File: src/bir_pkg.sv
// Shared constants for the bilinear image resize block.
// Field widths, configuration register indexes and reset defaults.
// No dependencies.
package bir_pkg;

  localparam int COL_W      = 10;
  localparam int ROW_W      = 10;
  localparam int CHAN_W     = 2;
  localparam int PIX_W      = 8;
  localparam int SRC_SIZE_W = 8;
  localparam int TGT_SIZE_W = 11;
  localparam int CHCNT_W    = 3;
  localparam int CFG_IDX_W  = 3;
  localparam int CFG_DATA_W = 11;
  localparam int IN_TDATA_W = 32;
  localparam int SIZE_W     = 13;

  localparam int BIR_MAX_SRC_WIDTH  = 128;
  localparam int BIR_MAX_SRC_HEIGHT = 128;
  localparam int BIR_MAX_CHANNELS   = 4;
  localparam int BIR_FRAC_BITS      = 8;

  localparam logic [CFG_IDX_W-1:0] REG_SOURCE_WIDTH  = 3'd0;
  localparam logic [CFG_IDX_W-1:0] REG_SOURCE_HEIGHT = 3'd1;
  localparam logic [CFG_IDX_W-1:0] REG_TARGET_WIDTH  = 3'd2;
  localparam logic [CFG_IDX_W-1:0] REG_TARGET_HEIGHT = 3'd3;
  localparam logic [CFG_IDX_W-1:0] REG_CHANNEL_COUNT = 3'd4;

  localparam logic [SRC_SIZE_W-1:0] RST_SOURCE_WIDTH  = 8'd128;
  localparam logic [SRC_SIZE_W-1:0] RST_SOURCE_HEIGHT = 8'd128;
  localparam logic [TGT_SIZE_W-1:0] RST_TARGET_WIDTH  = 11'd128;
  localparam logic [TGT_SIZE_W-1:0] RST_TARGET_HEIGHT = 11'd128;
  localparam logic [CHCNT_W-1:0]    RST_CHANNEL_COUNT = 3'd1;

  localparam logic REQ_LOAD    = 1'b0;
  localparam logic REQ_REQUEST = 1'b1;

endpackage

File: src/bir_div.sv
// Pipelined restoring divider, one quotient bit per register stage.
// The quotient must fit in QW bits. Uses bir_pkg for the default divisor width.
module bir_div import bir_pkg::*; #(
  parameter int NW = 25,
  parameter int QW = 15,
  parameter int DW = TGT_SIZE_W
) (
  input  logic          clk,
  input  logic          en,
  input  logic [NW-1:0] num,
  input  logic [DW-1:0] den,
  output logic [QW-1:0] quo
);

  logic [DW-1:0] rem_r [QW];
  logic [QW-1:0] quo_r [QW];
  logic [QW-1:0] bits_r [QW];

  for (genvar k = 0; k < QW; k++) begin : g_stage
    logic [DW-1:0] rem_in;
    logic [QW-1:0] bits_in;
    logic [QW-1:0] quo_in;
    logic [DW:0]   trial;
    logic          ge;
    logic [DW-1:0] rem_nxt;
    logic [QW-1:0] quo_nxt;

    if (k == 0) begin : g_first
      assign rem_in  = DW'(num >> QW);
      assign bits_in = num[QW-1:0];
      assign quo_in  = '0;
    end else begin : g_next
      assign rem_in  = rem_r[k-1];
      assign bits_in = bits_r[k-1];
      assign quo_in  = quo_r[k-1];
    end

    assign trial   = {rem_in, bits_in[QW-1]};
    assign ge      = trial >= {1'b0, den};
    assign rem_nxt = ge ? DW'(trial - {1'b0, den}) : DW'(trial);
    assign quo_nxt = {quo_in[QW-2:0], ge};

    always_ff @(posedge clk) begin
      if (en) begin
        rem_r[k]  <= rem_nxt;
        quo_r[k]  <= quo_nxt;
        bits_r[k] <= {bits_in[QW-2:0], 1'b0};
      end
    end
  end

  assign quo = quo_r[QW-1];

endmodule

File: config.mk
export PLATFORM = sky130hd
export DESIGN_NAME = bir_div
export DESIGN_NICKNAME = d
export VERILOG_FILES = /design/src/bir_pkg.sv /design/src/bir_div.sv
export SDC_FILE = /design/constraint.sdc
export NUM_CORES = 1
export LEC_CHECK = 0
export BUFFER_PORTS_ARGS = -buffer_cell sky130_fd_sc_hd__buf_2
export CAP_MARGIN = 10
export CORE_MARGIN = 2
export CORE_UTILIZATION = 40
export DETAILED_ROUTE_END_ITERATION = 7
export REMOVE_ABC_BUFFERS = 1
export SLEW_MARGIN = 40
export SYNTH_ARGS = -nofsm -noshare
export SYNTH_HDL_FRONTEND = slang
export SYNTH_SLANG_ARGS = --single-unit
File: constraint.sdc
create_clock -name clk -period 3.1 [get_ports clk]
set_clock_uncertainty 0.05 [all_clocks]
set_input_delay 0.155 -clock clk [delete_from_list [all_inputs] [get_ports clk]]
set_output_delay 0.155 -clock clk [all_outputs]
set_load 0.02 [all_outputs]
## Word level (Yosys, flattened, before mapping)

Memory sizes are Yosys's and may differ from the RTL's.
Cells that the tools add are included.

- Memory bits (writable): 600
- Logic and storage cells: 50
- Memories: 3
- Input port bits: 38
- Register bits after elaboration: 0
- Output and inout port bits: 15

- Add/subtract/negate cells: 15
- Magnitude comparators: 15
- Muxes and demuxes: 17

Memories:

| memory | words | width | read ports | clocked after Yosys merged registers in | wr ports | line | RTL |
|---|---|---|---|---|---|---|---|
| quo_r | 15 | 15 | 15 | 0 | 15 | bir_div.sv:16 | `logic [QW-1:0] quo_r [QW];` |
| bits_r | 15 | 14 | 14 | 0 | 15 | bir_div.sv:17 | `logic [QW-1:0] bits_r [QW];` |
| rem_r | 15 | 11 | 14 | 0 | 15 | bir_div.sv:15 | `logic [DW-1:0] rem_r [QW];` |

Operator list:

| kind | number |
|---|---|
| 12-bit by 11-bit >= comparator with 1-bit output | 14 |
| 11-bit 2-to-1 mux | 15 |
| 11-bit subtractor | 15 |
| 11-bit >= comparator | 1 |
| 1-bit 2-to-1 mux | 2 |

## Longest topological paths before layout

An unclocked memory read counts as a cell.

- Depth after elaboration: 3
- Gate-level depth with buffers: 9
- Depth with buffers taken out: 9

## Least setup slack after synthesis

Ideal clock, no wire load.

- Path kind: flip-flop to flip-flop
- Start: mem bits_r[0][27] (netlist name)
- End: mem rem_r[0][25] (netlist name) (data pin)
- Period minus slack after synthesis: 2.382 ns
- Path buffers: 1
- Data required time: 2.790 ns
- Slack: 0.718 ns
- Setup time: 0.260 ns
- Stages on the path, launching flop included: 10
- Data arrival time: 2.072 ns
- Cell sequence: edfxtp_1 inv_1 ha_1 fa_1 nand2b_1 a21oi_1 o21ai_0 o211ai_1 buf_2 mux2_2

RTL lines:

| what | line |
|---|---|
| start, declared | bir_div.sv:17 |
| end, declared | bir_div.sv:15 |

==> metrics.yaml <==
floorplanning:
  initial_core_util: 0.4054
  fp.dieH_um: 235
  dieWidth_um: 235
  io_pins: 53
  core_sq_um: 52660
  dieArea_sq_um: 55230
  core.rowCount: 84
placed_design:
  pre_cts_slack_ps: 303.0
  place.gp.congestion: 0.8827
  placed_cells: 2478
  port_buffers: 52
  hpwl_um: 30460
  place_area_sq_um: 22750
clock_tree:
  cts-root-buf: "clkbuf_16"
  cts_tree: "built"
  h-tree-depth: 2
  clk_pin_slew_ps: 60
  postCtsSetupBuffers: 0
  numCtsBuffers: 44
  clk_path_buf_depth: 3
  clock_latency_ps: 580
  cts_num_sinks: 379
power_and_ir_drop:
  total_power_uw: 23060
  ir_drop_mv: 0.4369
  power_density_nw_per_um2: 941.0
  leakage_uw: 0.009240
grt:
  antenna_found_initial: 0
  grt_pass1_wl_um: 71130
  track_usage: 0.1586
  grt-ovfl-total: 0
  grt_pass1_vias: 13690
  grt_max_degree: 87
worst_setup_path:
  cp-endpoint: "rem_r[1][54]"
  worst-path-max-fanout: 12
  reg2reg_from: "bits_r[1][55]"
  r2r_cells: 9
  worstPathRequired_ps: 3380
  critical-path-top-delay-family: "adder cells"
  crit_path_max_incr_delay_ps: 410
  crit_chain: "inv_1 -> ha_1 -> fa_1 -> nand2b_1 -> a21oi_1 -> o21ai_0 -> nand3_1 -> buf_4 -> mux2_2"
  cp_slowest_cell: "fa_1"
  timing.rr.end: "rem_r[1][54]"
  r2r_setup_slack_ps: 500
  path_depth: 9
  cp.arrival_ps: 2870
  end_kind: "register"
  startpoint: "bits_r[1][55]"
  cp_num_buf_inv: 2
  start_kind: "register"
  timing_worst_setup_path_type: "reg2reg"
timing:
  fmax_mhz: 385.2
  fin_ws_ps: 504.1
  tightest_slew_ps: 730.3
  hold_viol: 0
  setup_violations: 0
  relSlewSlack: 0.5132
  final.min_clock_period_ps: 2596
  rsz0062_at_grt: "no"
  slew_viol_final: 0
  fin_crit_sh: 0.8374
  setup_tns_ps: 0
synthesis:
  synth_area_leaders: "edfxtp_1, ha_1, mux2_2, nor2_1, xnor2_1"
  synth_cells: 1717
  postSynth.asyncResetShare: 0
  avgSynthCellArea_sq_um: 12.43
  synth_seq_cells: 379
  ys_seq_area_frac: 0.5332
  netlist_area_sq_um: 21340
  synth_edf_count: 379
  synth-main-ff-cell: "edfxtp_1"
  synth_top_area_cell: "edfxtp_1"
  synth_cell_types: 56
  yosysTopAreaCellShare: 0.5332
  yosysWarningCount: 0
layout:
  syn_to_final_growth_pct: 14.80
  finalNonFillerCells: 2579
  nFillCells: 4688
  design_area_sq_um: 24500
  final_nets: 2078
  layout-drive-gt1-share: 0.1560
  diodes: 0
detailed_routing:
  antenna_left: 0
  drt_first_iter_violations: 1072
  dr_total_vias: 14040
  viasPerCell: 5.446
  wire_per_inst_um: 17.04
  routed_wl_um: 43950
  drc: 0
  drtPass1Iterations: 5
worst_hold_path:
  min_path_type: "in2reg"
  hold_start: "en"
outcome:
  outcome: "complete, no violations"
flow_run:
  maxCapViolations: 0
[how the worst min path moves through the flow]
stage	end	slack, ps	depth (start not counted)
CTS	bits_r[0][55]	60	1
floorplan	bits_r[0][0]	200	0
global route	quo_r[0][94]	80	1
global placement	bits_r[0][5]	280	1
finish	bits_r[0][55]	60	1
detailed placement	bits_r[0][13]	280	1
[through the flow]
stage / hold slack (ps) / util
2_1_floorplan: 203.9 / -
3_3_place_gp: 282.7 / 0.4320
3_5_place_dp: 284.1 / 0.4320
4_1_cts: 56.53 / 0.4654
5_1_grt: 77.60 / 0.4654
6_report: 62.59 / 0.4654
[sequential cells by signal (all words and copies together) (netlist names)]
register,cells
bits_r,105
quo_r,120
rem_r,154
[cell families after synthesis]
kind of cell / share of synthesized area
AO/OA/AOI/OAI: 0.1229
flip-flops: 0.5332
multiplexers: 0.08330
adder cells (fa/ha/maj): 0.1099
buffers and inverters: 0.02263
XOR/XNOR: 0.02790
AND/OR/NAND/NOR: 0.1002
[Yosys cell counts, types with 21 or more instances]
| library cell | count |
|---|---|
| a211oi_1 | 28 |
| a21oi_1 | 86 |
| and4_1 | 21 |
| edfxtp_1 | 379 |
| ha_1 | 165 |
| inv_1 | 98 |
| mux2_2 | 108 |
| mux2i_1 | 40 |
| nand2_1 | 38 |
| nand2b_1 | 33 |
| nand3_1 | 39 |
| nor2_1 | 146 |
| nor2b_1 | 34 |
| nor3_1 | 47 |
| o21a_1 | 70 |
| o21ai_0 | 68 |
| xnor2_1 | 61 |
[cells in the final DEF (no fill, tap or decap), types with 33 or more instances in the layout]
cell type  synthesis  final
nand3_1           39     39
nand2_1           38     38
o21a_1            70     70
mux2_2           108    108
mux2i_1           40     40
nor2_1           146    146
clkbuf_16          0     45
nand2b_1          33     33
nor2b_1           34     34
ha_1             165    165
buf_2             14     51
buf_4              0     38
inv_1             98     98
edfxtp_1         379    379
a21oi_1           86     86
o21ai_0           68     68
nor3_1            47     47
xnor2_1           61     61
[where the power goes]
group	internal, uW	switching [uW]	leakage, uW	total, uW
sequential	7420	605	0.00369	8030
combinational	4690	4880	0.00483	9570
clock	3310	2140	0.000721	5460
[area by class of cell]
cell class                 count  area (sq um)  share of cell area
multi-input combinational   1218          9480              0.3869
timing repair buffer         120         905.9             0.03697
tap                          688         860.8             0.03513
clock buffer                  46          1130             0.04611
inverter                      98         367.9             0.01501
sequential                   379         11380              0.4645
clock inverter                30         377.9             0.01542
[per-layer routing]
metal / track usage / vias up / share of wire
li1: - / 6949 / -
met1: 0.2096 / 6744 / 0.46
met2: 0.2642 / 266 / 0.48
met3: 0.02808 / 85 / 0.038
met4: 0.05178 / 0 / 0.029
met5: 0 / - / 0
[what timing repair did]
item,4_1_cts,5_1_grt
hold endpoints to repair,25,0
hold buffers,25,0
gates resized for setup,0,0
setup endpoints to repair,0,0
(Power assumes the default switching activity.)
